`src/hw/rtl/rcps_pkg.sv`:
```
package rcps_pkg;

    // Set size and derived widths
    localparam int MAX_ELEMENTS = 512;
    localparam int VALUE_W      = 32;
    localparam int PIVOT_W      = 9;
    localparam int IDX_W        = $clog2(MAX_ELEMENTS);
    localparam int CNT_W        = $clog2(MAX_ELEMENTS + 1);
    localparam int BAL_W        = IDX_W + 1;
    localparam int CMP_W        = CNT_W + 1;

    // Tercile band: floor(31n/100) .. floor(34n/100), built up one word at a time
    localparam int LO_PCT  = 31;
    localparam int HI_PCT  = 34;
    localparam int PCT_DEN = 100;
    localparam int PCT_W   = $clog2(PCT_DEN);

    typedef enum logic [1:0] {
        MODE_MED_HIGH = 2'd0,
        MODE_MED_LOW  = 2'd1,
        MODE_TER_LOW  = 2'd2,
        MODE_TER_HIGH = 2'd3
    } mode_t;

    typedef enum logic [1:0] {
        S_LOAD,
        S_SCAN,
        S_DONE
    } state_t;

    // Per-cycle commands from the controller to every cell
    typedef struct packed {
        logic load;
        logic flush;
    } cell_ctl_t;

    // Stored element moving down the row while a set loads
    typedef struct packed {
        logic                      vld;
        logic signed [VALUE_W-1:0] value;
    } store_t;

    // Candidate with its running rank balance
    typedef struct packed {
        logic                      vld;
        logic signed [VALUE_W-1:0] value;
        logic signed [BAL_W-1:0]   bal;
    } cand_t;

    // Check a finished balance against the selected mode
    function automatic logic accepts(
        input logic signed [BAL_W-1:0] bal,
        input logic [CNT_W-1:0]        lo,
        input logic [CNT_W-1:0]        hi,
        input mode_t                   mode
    );
        logic signed [CMP_W-1:0] balx;
        logic signed [CMP_W-1:0] lox;
        logic signed [CMP_W-1:0] hix;
        logic                    ok;
        balx = CMP_W'(bal);
        lox  = $signed({1'b0, lo});
        hix  = $signed({1'b0, hi});
        case (mode)
            MODE_MED_HIGH: ok = (balx == CMP_W'(0)) || (balx == CMP_W'(1));
            MODE_MED_LOW:  ok = (balx == -CMP_W'(1)) || (balx == CMP_W'(0));
            MODE_TER_LOW:  ok = (balx <= -lox) && (balx >= -hix);
            MODE_TER_HIGH: ok = (balx >= lox) && (balx <= hix);
            default:       ok = 1'b0;
        endcase
        return ok;
    endfunction

endpackage

```
`src/hw/rtl/rcps_cell.sv`:
```
module rcps_cell (
    input  logic                aclk,
    input  logic                aresetn,
    input  rcps_pkg::cell_ctl_t ctl,
    input  rcps_pkg::store_t    sto_in,
    output rcps_pkg::store_t    sto_out,
    input  rcps_pkg::cand_t     cnd_in,
    output rcps_pkg::cand_t     cnd_out
);

    logic                               sto_vld_reg, sto_vld_next;
    logic signed [rcps_pkg::VALUE_W-1:0] sto_value_reg;
    logic                               cnd_vld_reg, cnd_vld_next;
    logic signed [rcps_pkg::VALUE_W-1:0] cnd_value_reg;
    logic signed [rcps_pkg::BAL_W-1:0]   cnd_bal_reg, cnd_bal_next;

    // Shift stored element on load, drop everything on flush
    always_comb begin
        if (ctl.flush) begin
            sto_vld_next = 1'b0;
        end else if (ctl.load) begin
            sto_vld_next = sto_in.vld;
        end else begin
            sto_vld_next = sto_vld_reg;
        end
        cnd_vld_next = cnd_in.vld && !ctl.flush;
    end

    // Add this cell's vote to the passing candidate's balance
    always_comb begin
        cnd_bal_next = cnd_in.bal;
        if (sto_vld_reg && cnd_in.vld) begin
            if ($signed(cnd_in.value) > sto_value_reg) begin
                cnd_bal_next = cnd_in.bal + rcps_pkg::BAL_W'(1);
            end else if ($signed(cnd_in.value) < sto_value_reg) begin
                cnd_bal_next = cnd_in.bal - rcps_pkg::BAL_W'(1);
            end
        end
    end

    always_ff @(posedge aclk) begin
        if (!aresetn) begin
            sto_vld_reg <= 1'b0;
            cnd_vld_reg <= 1'b0;
        end else begin
            sto_vld_reg <= sto_vld_next;
            cnd_vld_reg <= cnd_vld_next;
        end
    end

    always_ff @(posedge aclk) begin
        if (ctl.load) begin
            sto_value_reg <= sto_in.value;
        end
        cnd_value_reg <= cnd_in.value;
        cnd_bal_reg   <= cnd_bal_next;
    end

    assign sto_out = '{vld: sto_vld_reg, value: sto_value_reg};
    assign cnd_out = '{vld: cnd_vld_reg, value: cnd_value_reg, bal: cnd_bal_reg};

endmodule

```
`config.mk`:
```
export PLATFORM = sky130hd
export DESIGN_NAME = rcps_cell
export DESIGN_NICKNAME = d
export VERILOG_FILES = /design/src/hw/rtl/rcps_pkg.sv /design/src/hw/rtl/rcps_cell.sv
export SDC_FILE = /design/constraint.sdc
export NUM_CORES = 1
export LEC_CHECK = 0
export BUFFER_PORTS_ARGS = -buffer_cell sky130_fd_sc_hd__buf_2
export CORE_UTILIZATION = 35
export CTS_CLUSTER_DIAMETER = 100
export CTS_CLUSTER_SIZE = 20
export DETAILED_ROUTE_END_ITERATION = 8
export GPL_TIMING_DRIVEN = 1
export MAX_ROUTING_LAYER = met4
export PLACE_DENSITY = 0.76
export SKIP_LAST_GASP = 1
export SLEW_MARGIN = 30
export SYNTH_ARGS = -nofsm -noshare
export SYNTH_HDL_FRONTEND = slang
export SYNTH_SLANG_ARGS = --single-unit
export TNS_END_PERCENT = 10
```
`constraint.sdc`:
```
create_clock -name aclk -period 4.95 [get_ports aclk]
set_clock_uncertainty 0.05 [all_clocks]
set_input_delay 0.99 -clock aclk [delete_from_list [all_inputs] [get_ports aclk]]
set_output_delay 0.99 -clock aclk [all_outputs]
set_load 0.005 [all_outputs]
```
== Word level (Yosys, flattened, before mapping) ==
Index checks and enable logic that the tools add are counted.

* Order comparisons: 2
* $add $sub $neg: 2
* $mul: 0
* Mux-type cells: 3
* Reduce and logical (&&, ||, !) cells: 4
* Equality and inequality tests: 0
* Divide/modulo/power cells: 0
* Bitwise logic cells: 1
* Shift operators: 0

{| class="wikitable"
|+ Operators by type and width
! cell !! number
|-
| > comparator 32 bit || 1
|-
| < comparator 32 bit || 1
|-
| 2-to-1 mux 10 bit || 3
|-
| adder 10 x 2 -> 10 bit (second input constant) || 1
|-
| subtractor 10 x 2 -> 10 bit (second input constant) || 1
|-
| logical AND 1 bit || 2
|-
| OR reduction 2 bit || 1
|-
| zero test 1 bit || 1
|-
| NOT 1 bit || 1
|}

* Bits in registers: 76
* RAM bits: 0
* Memory bits (read-only): 0
* Memories kept: 0
* Output and inout port bits: 76
* Input bits: 80
* Logic and storage cells: 17
* Latch bits: 0

== Longest topological paths before layout ==
Gate-level depths: netlist of run 1.

* Word-level depth: 4
* Gate-level depth with buffers: 10
* Depth with buffers taken out: 9

== Least setup slack after synthesis of run 1 ==
OpenSTA, ideal clock, no wires.

* Path type: input port to flip-flop
* Start point: input cnd_in[24] (netlist bit)
* End point: register cnd_bal_reg[3] (netlist bit)
* Arrival: 2678 ps
* Library setup time: 72 ps
* Path buffers: 1
* Stages: 9
* Path slack: 2150 ps
* Required time: 4828 ps
* Cells stage by stage: ha_1 > a21oi_1 > nand2_1 > a221o_1 > o31a_1 > o22ai_2 > buf_6 > mux2i_1 > xor2_1

* Cells in the longest elaborated chain, start to end: 4
* Elaborated cells between the ends (all ways): 5
* Classes of those cells: order compare (2); mux (3)

{| class="wikitable"
|+ RTL lines
! what !! RTL line !! text
|-
| from (decl) || rcps_cell.sv:7 || <nowiki>input rcps_pkg::cand_t cnd_in,</nowiki>
|-
| < comparator 32 bit || rcps_cell.sv:35 || <nowiki>end else if ($signed(cnd_in.value) < sto_value_reg) begin</nowiki>
|-
| 2-to-1 mux 10 bit || rcps_cell.sv:35 ||
|-
| 2-to-1 mux 10 bit (*) || rcps_cell.sv:33 || <nowiki>if ($signed(cnd_in.value) > sto_value_reg) begin</nowiki>
|-
| 2-to-1 mux 10 bit (*) || rcps_cell.sv:32 || <nowiki>if (sto_vld_reg && cnd_in.vld) begin</nowiki>
|-
| named net cnd_bal_next, one bit || rcps_cell.sv:15 || <nowiki>logic signed [rcps_pkg::BAL_W-1:0] cnd_bal_reg, cnd_bal_next;</nowiki>
|-
| to (signal assigned) || rcps_cell.sv:56 || <nowiki>cnd_bal_reg <= cnd_bal_next;</nowiki>
|-
| to (decl) || rcps_cell.sv:15 ||
|}

Mark *: on every way through the listed nets, which the timed path passes. The rest lies on a longest branch.
A chain may end at the register's enable or synchronous reset.

== Worst setup path in the final report of run 1 ==
* Start point: input cnd_in[15] (netlist bit)
* End point: register cnd_bal_reg[4] (netlist bit)

The elaborated chain is that of the path after synthesis.

==> run summary, run 1 <==
* **peak supply drop** 0.000144 V
* **shortest period the worst path allows** 3.04 ns
* **total power draw** 1.32 mW
* **CTS tree** built
* **number of global-route vias before repair** 2323
* **slowest library cell on the worst path** o22ai_2
* **ratio of cells with drive above 1 in the final layout** 42.7%
* **ordered cell list for the critical path** buf_2 > ha_1 > a21oi_1 > o21ai_0 > a221o_1 > o31a_1 > o22ai_2 > mux2i_1 > xor2_1
* **horizontal extent of the die** 96.3 um
* **chip height** 96.3 um
* **number of buffers inserted by post-CTS setup repair** 0
* **most common library cell in the layout ignoring fill and taps** buf_2
* **final design utilization** 48.0%
* **FMAX** 329 MHz
* **CTS root buffer** clkbuf_8
* **CTS clk-pin slew, worst paths** 0.08 ns
* **layout-stage area growth over the synthesis result** 34.0%
* **worst setup slack for register-to-register paths** 2.25 ns
* **Post-Synthesis Net Count** 364
* **flop and latch count out of synthesis** 76
* **Max Cap Viol** 0
* **pin count of the biggest net entering global routing** 34
* **Final Net Count** 526
* **Cell Rows** 34
* **number of gates resized after cts** 0
* **final routed wirelength across all metal layers** 6.97 mm
* **worst slew pin tran** 0.812 ns
* **Iter 0 DRT Violations** 42
* **status** completed
* **buffers from clock root to sink, at most** 2
* **synthesized cell area** 3110 sq um
* **total core area** 8680 sq um
* **sum of negative setup slack** 0 ns
* **global placement routability congestion** 0.875
* **deepest level of the CTS H-tree** 3
* **post-DR wirelength/cell** 13.3 um
* **Tot GR Track Use** 15.7%
* **Netlist cell types** 41
* **reg-to-reg critical path endpoint** cnd_bal_reg[4]$_DFF_P_
* **count of nets left with antenna violations after detail routing** 0
* **Hold-fix buffers, CTS** 0
* **Final Slew Violations** 0
* **number of clock sinks** 76
* **diode insertion count for antenna repair** 0
* **count of port buffers added during placement** 155
* **Hold Violations, Final** 0
* **Ys Warns** 0
* **clock latency of the later-clocked register in the worst-skew pair** 0.35 ns
* **DR pass1 iterations** 4
* **RSZ-0062 raised after global routing** false
* **relative slew slack** 45.8%
* **start-to-end type of the worst setup path** primary input to flop
* **number of buffers created by CTS** 9
* **via count** 2437
* **first-pass GRT wire length** 10.4 mm
* **startpoint of the most critical hold path** sto_vld_reg$_SDFFE_PP0P_
* **Crit path required time** 5.17 ns
* **data arrival time of the worst path** 3.26 ns
* **Cells after Synth** 250
* **post-detailed-route DRC marker count** 0
* **Async SR Flop Fraction** 0%
* **number of failing setup endpoints in the final timing report** 0
* **most used cells in the layout excluding fill and tap cells** 155 x buf_2, 44 x dfxtp_1, 34 x inv_1, 34 x ha_1, 32 x edfxtp_1
* **category of cells accounting for the largest share of critical-path delay** compound AO/OA/AOI/OAI gates
* **Worst Setup Start Kind** primary input
* **number of top-level pins** 156
* **mean instance size in the synthesized netlist** 12.4 sq um
* **beginning of the worst register-to-register path** sto_value_reg[5]$_DFFE_PP_
* **Remaining Overflow, GRT** 0
* **hold-critical path depth** 2
* **EDFF count, synth** 32
* **Hold Path Sink** sto_vld_reg$_SDFFE_PP0P_
* **maximum fanout along the worst path** 11
* **Filler Cells Inserted** 813
* **starting density of the core** 35.9%
* **most instantiated flip-flop cell in the synthesis netlist** dfxtp_1
* **Worst Reg-to-Reg Cells** 9
* **Setup crit end kind** flop
* **DP Wirelength** 5.64 mm
* **Seq/Total Area, Yosys** 59.2%
* **initial antenna violation count** 0
* **worst min-delay path category** flop to flop
* **via density per instance** 4.64
* **CP peak stage delay** 0.53 ns
* **Buf+Inv Stages, Crit Path** 1
* **pwr dens** 318 nW/um^2
* **final critical-path share of the clock period** 61.4%
* **DIE AREA** 9270 sq um
* **leak pwr** 2.04 nW
## report_power, final
group          switching (mW)  internal, mW  leakage, nW
Clock                   0.237         0.186       0.0795
Sequential             0.0141         0.696        0.684
Combinational          0.0995        0.0913         1.27
## kinds of logic after synthesis
group / count (synthesis) / share of synthesized area (%)
AO/OA/AOI/OAI: 30 / 6.31
XOR/XNOR: 9 / 2.53
adder cells (fa/ha/maj): 34 / 13.7
buffers and inverters: 38 / 5.07
flip-flops: 76 / 59.2
multiplexers: 9 / 2.90
AND/OR/NAND/NOR: 54 / 10.3
## cell usage after synthesis (2+ instances only)
library cell  count  share of area [%]
dfxtp_1          44                 28
ha_1             34                 14
inv_1            34                4.1
edfxtp_1         32                 31
a21oi_1          14                2.3
nand2_1          12                1.4
mux2i_1           9                2.9
nand4_1           8                1.6
nand3_1           7                1.1
nor3_1            7                1.1
xnor2_1           5                1.4
nor2_1            4               0.48
o21ai_0           4               0.64
xor2_1            4                1.1
a21o_1            2               0.48
a31oi_1           2               0.40
and2_1            2               0.40
buf_4             2               0.48
or3_1             2               0.40
## metal layers
| metal | global-route usage, % | vias to the layer above | routed length (um) |
|---|---|---|---|
| li1 | - | 1212 | - |
| met1 | 17.6 | 1112 | 2900 |
| met2 | 26.1 | 99 | 3500 |
| met3 | 3.87 | 14 | 449 |
| met4 | 7.72 | 0 | 122 |
| met5 | - | - | 0 |
## tightest hold or removal path, cell delays in order (launching register included)
cell	delay, ns
dfxtp_1	0.33
mux2i_1	0.13
nor3b_1	0.06
## worst max path at each step
stage,start,end,slack [ns],cells after the start
final,cnd_in[15],cnd_bal_reg[4]$_DFF_P_,1.91,9
after global routing,cnd_in[41],cnd_bal_reg[4]$_DFF_P_,1.80,9
after CTS,cnd_in[15],cnd_bal_reg[4]$_DFF_P_,1.92,9
after detailed placement,cnd_in[24],cnd_bal_reg[4]$_DFF_P_,1.54,9
after global placement,cnd_in[41],cnd_bal_reg[1]$_DFF_P_,1.56,8
after floorplan,cnd_in[24],cnd_bal_reg[3]$_DFF_P_,2.15,9
## per-stage QoR
stage	std cells	cell area [sq um]	hold WS, ns	worst slack (ns)
floorplan	250	3110	0.471	2.15
global placement	509	3990	0.489	1.56
detailed placement	509	3990	0.509	1.54
CTS	525	4170	0.519	1.92
global route	525	4170	0.537	1.80
finish	525	4170	0.513	1.91
## final cells by class
cell class	count	area, sq um	share of cell area [%]
inverters	34	128	3.06
flip-flops and latches	76	1840	44.2
repair buffers	155	776	18.6
clock inverters	6	48.8	1.17
well taps	108	135	3.24
clock buffers	10	128	3.06
multi-input cells	136	1110	26.7
(Power assumes the default switching activity.)
==> inputs of run 2 (changes only) <==
PLACE_DENSITY = 0.78   (was 0.76)
clock period = 2.6 ns   (was 4.95 ns; I/O delays follow)
==> run 2 against run 1 <==
Non-clock buffer count increased by 17. Die area stayed put. Critical endpoint unchanged. Setup slack lost 1.8 ns. Count of clock-buffer cells in the layout is the same. Highest routed layer unchanged. Via count is 3.6% higher. Worst hold slack lost 0.28 ns. Combinational power rose by 130%.
==> run summary, run 2 (same netlist as run 1, synthesis figures left out) <==
* **pin count of the biggest net entering global routing** 34, unchanged
* **total core area** 8680 sq um, unchanged
* **Tot GR Track Use** 16.3%, +0.60 points
* **Max Cap Viol** 0, unchanged
* **worst min-delay path category** primary input to flop
* **Setup crit start** sto_value_reg[10]$_DFFE_PP_
* **final critical-path share of the clock period** 95.5%
* **count of port buffers added during placement** 155, unchanged
* **Final Slew Violations** 0, unchanged
* **post-detailed-route DRC marker count** 0, unchanged
* **Final Net Count** 544, +3.4%
* **layout-stage area growth over the synthesis result** 42.7%
* **worst slew pin tran** 0.810 ns, -0.00253 ns
* **global placement routability congestion** 0.771, -12%
* **CP peak stage delay** 0.43 ns, -0.10 ns
* **final-layout worst hold slack** 0.234 ns, -0.279 ns
* **DR pass1 iterations** 5, +1
* **startpoint of the most critical hold path** cnd_in[26]
* **leak pwr** 2.15 nW, +5.4%
* **initial antenna violation count** 0, unchanged
* **count of nets left with antenna violations after detail routing** 0, unchanged
* **Crit path required time** 2.83 ns, -2.34 ns
* **CTS tree** built
* **diode insertion count for antenna repair** 0, unchanged
* **number of global-route vias before repair** 2439, +5.0%
* **buffers from clock root to sink, at most** 2, unchanged
* **post-DR wirelength/cell** 13.7 um, +3.4%
* **via density per instance** 4.65, +0.18%
* **most common library cell in the layout ignoring fill and taps** buf_2
* **start-to-end type of the worst setup path** flop to flop
* **Cell Rows** 34, unchanged
* **final cell count without fillers** 543, +3.4%
* **peak supply drop** 0.000275 V, +91%
* **DIE AREA** 9270 sq um, unchanged
* **relative slew slack** 46.0%, +0.17 points
* **CTS clk-pin slew, worst paths** 0.09 ns, about the same
* **maximum fanout along the worst path** 6, -5
* **CTS root buffer** clkbuf_8
* **Hold-fix buffers, CTS** 0, unchanged
* **deepest level of the CTS H-tree** 3, unchanged
* **Filler Cells Inserted** 812, -0.12%
* **chip height** 96.3 um, unchanged
* **number of top-level pins** 156, unchanged
* **pwr dens** 608 nW/um^2, +91%
* **final routed wirelength across all metal layers** 7.45 mm, +6.9%
* **number of failing setup endpoints in the final timing report** 0, unchanged
* **starting density of the core** 35.9%, unchanged
* **clock latency of the later-clocked register in the worst-skew pair** 0.35 ns, about the same
* **DP Wirelength** 5.74 mm, +1.7%
* **number of buffers created by CTS** 9, unchanged
* **Buf+Inv Stages, Crit Path** 1, unchanged
* **Placed Instances** 524, +2.9%
* **FMAX** 403 MHz
* **Iter 0 DRT Violations** 36, -14%
* **Remaining Overflow, GRT** 0, unchanged
* **status** completed
* **shortest period the worst path allows** 2.48 ns
* **number of clock sinks** 76, unchanged
* **Setup Slack @ Placement** -0.372 ns, -1.92 ns
* **worst setup slack for register-to-register paths** 0.12 ns, -2.13 ns
* **via count** 2525, +3.6%
* **ordered cell list for the critical path** inv_2 > ha_4 > nand4_1 > nor2_1 > a221o_1 > o31a_1 > o22ai_4 > mux2i_1 > xor2_1
* **final worst slack** 0.118 ns, -1.79 ns
* **ratio of cells with drive above 1 in the final layout** 48.0%, +5.4 points
* **first-pass GRT wire length** 10.8 mm, +3.9%
* **Worst Setup Start Kind** flop
* **most used cells in the layout excluding fill and tap cells** 155 x buf_2, 44 x dfxtp_1, 32 x edfxtp_1, 31 x inv_1, 29 x ha_1
* **final design utilization** 51.2%, +3.1 points
* **horizontal extent of the die** 96.3 um, unchanged
* **Setup crit end kind** flop
* **data arrival time of the worst path** 2.71 ns, -0.55 ns
* **category of cells accounting for the largest share of critical-path delay** compound AO/OA/AOI/OAI gates
* **beginning of the worst register-to-register path** sto_value_reg[10]$_DFFE_PP_
* **slowest library cell on the worst path** edfxtp_1
* **RSZ-0062 raised after global routing** true
* **Hold Violations, Final** 0, unchanged
* **total power draw** 2.70 mW, +100%
run 2: stage by stage:
stage               instance area (sq um)  TNS, ns
CTS                                  4320        0
global route                         4440  -0.0678
global placement                     4110    -2.39
finish                               4440        0
floorplan                            3110        0
detailed placement                   4110    -3.16
run 2: worst reg2reg max path, cell delays in order, from the launching register on:
cell      delay [ns]
edfxtp_1        0.43
inv_2           0.09
ha_4            0.19
nand4_1         0.19
nor2_1          0.08
a221o_1         0.30
o31a_1          0.40
o22ai_4         0.27
mux2i_1         0.28
xor2_1          0.16
run 2: layout make-up:
cell class | instances | area (sq um) | area share [%]
well taps | 108 | 135 | 3.04
multi-input cells | 137 | 1230 | 27.7
flip-flops and latches | 76 | 1840 | 41.5
repair buffers | 172 | 907 | 20.4
clock buffers | 10 | 128 | 2.87
inverters | 34 | 128 | 2.87
clock inverters | 6 | 71.3 | 1.61
run 2: layer usage:
metal  vias up  track usage (%)  part of all wire, %
met3         8             5.61                  6.5
li1       1252                -                    -
met2       105             29.3                   53
met5         -                -                    0
met4         0             4.78                 0.98
met1      1160             16.9                   40
run 2: what timing repair did:
| action | CTS | global route |
|---|---|---|
| buffers inserted | 0 | 2 |
| hold endpoints to repair | 0 | 0 |
| pin swaps | 1 | 20 |
| cloned | 1 | 0 |
| gates resized for setup | 1 | 19 |
| endpoints found under the setup margin | 10 | 10 |
run 2: power breakdown:
| group | leakage [nW] | total [mW] | internal [mW] | switching, mW |
|---|---|---|---|---|
| combinational | 1.37 | 0.433 | 0.218 | 0.214 |
| sequential | 0.684 | 1.35 | 1.32 | 0.0282 |
| clock | 0.0935 | 0.914 | 0.452 | 0.462 |
| total | 2.15 | 2.70 | 2.00 | 0.704 |
run 2: path summary, 6_finish.rpt:
| path | end | cells past startpoint |
|---|---|---|
| worst max-delay path | cnd_bal_reg[4]$_DFF_P_ | 9 |
| worst min-delay path | cnd_value_reg[16]$_DFF_P_ | 1 |
| worst max register to register | cnd_bal_reg[4]$_DFF_P_ | 9 |
| worst min register to register | sto_vld_reg$_SDFFE_PP0P_ | 2 |
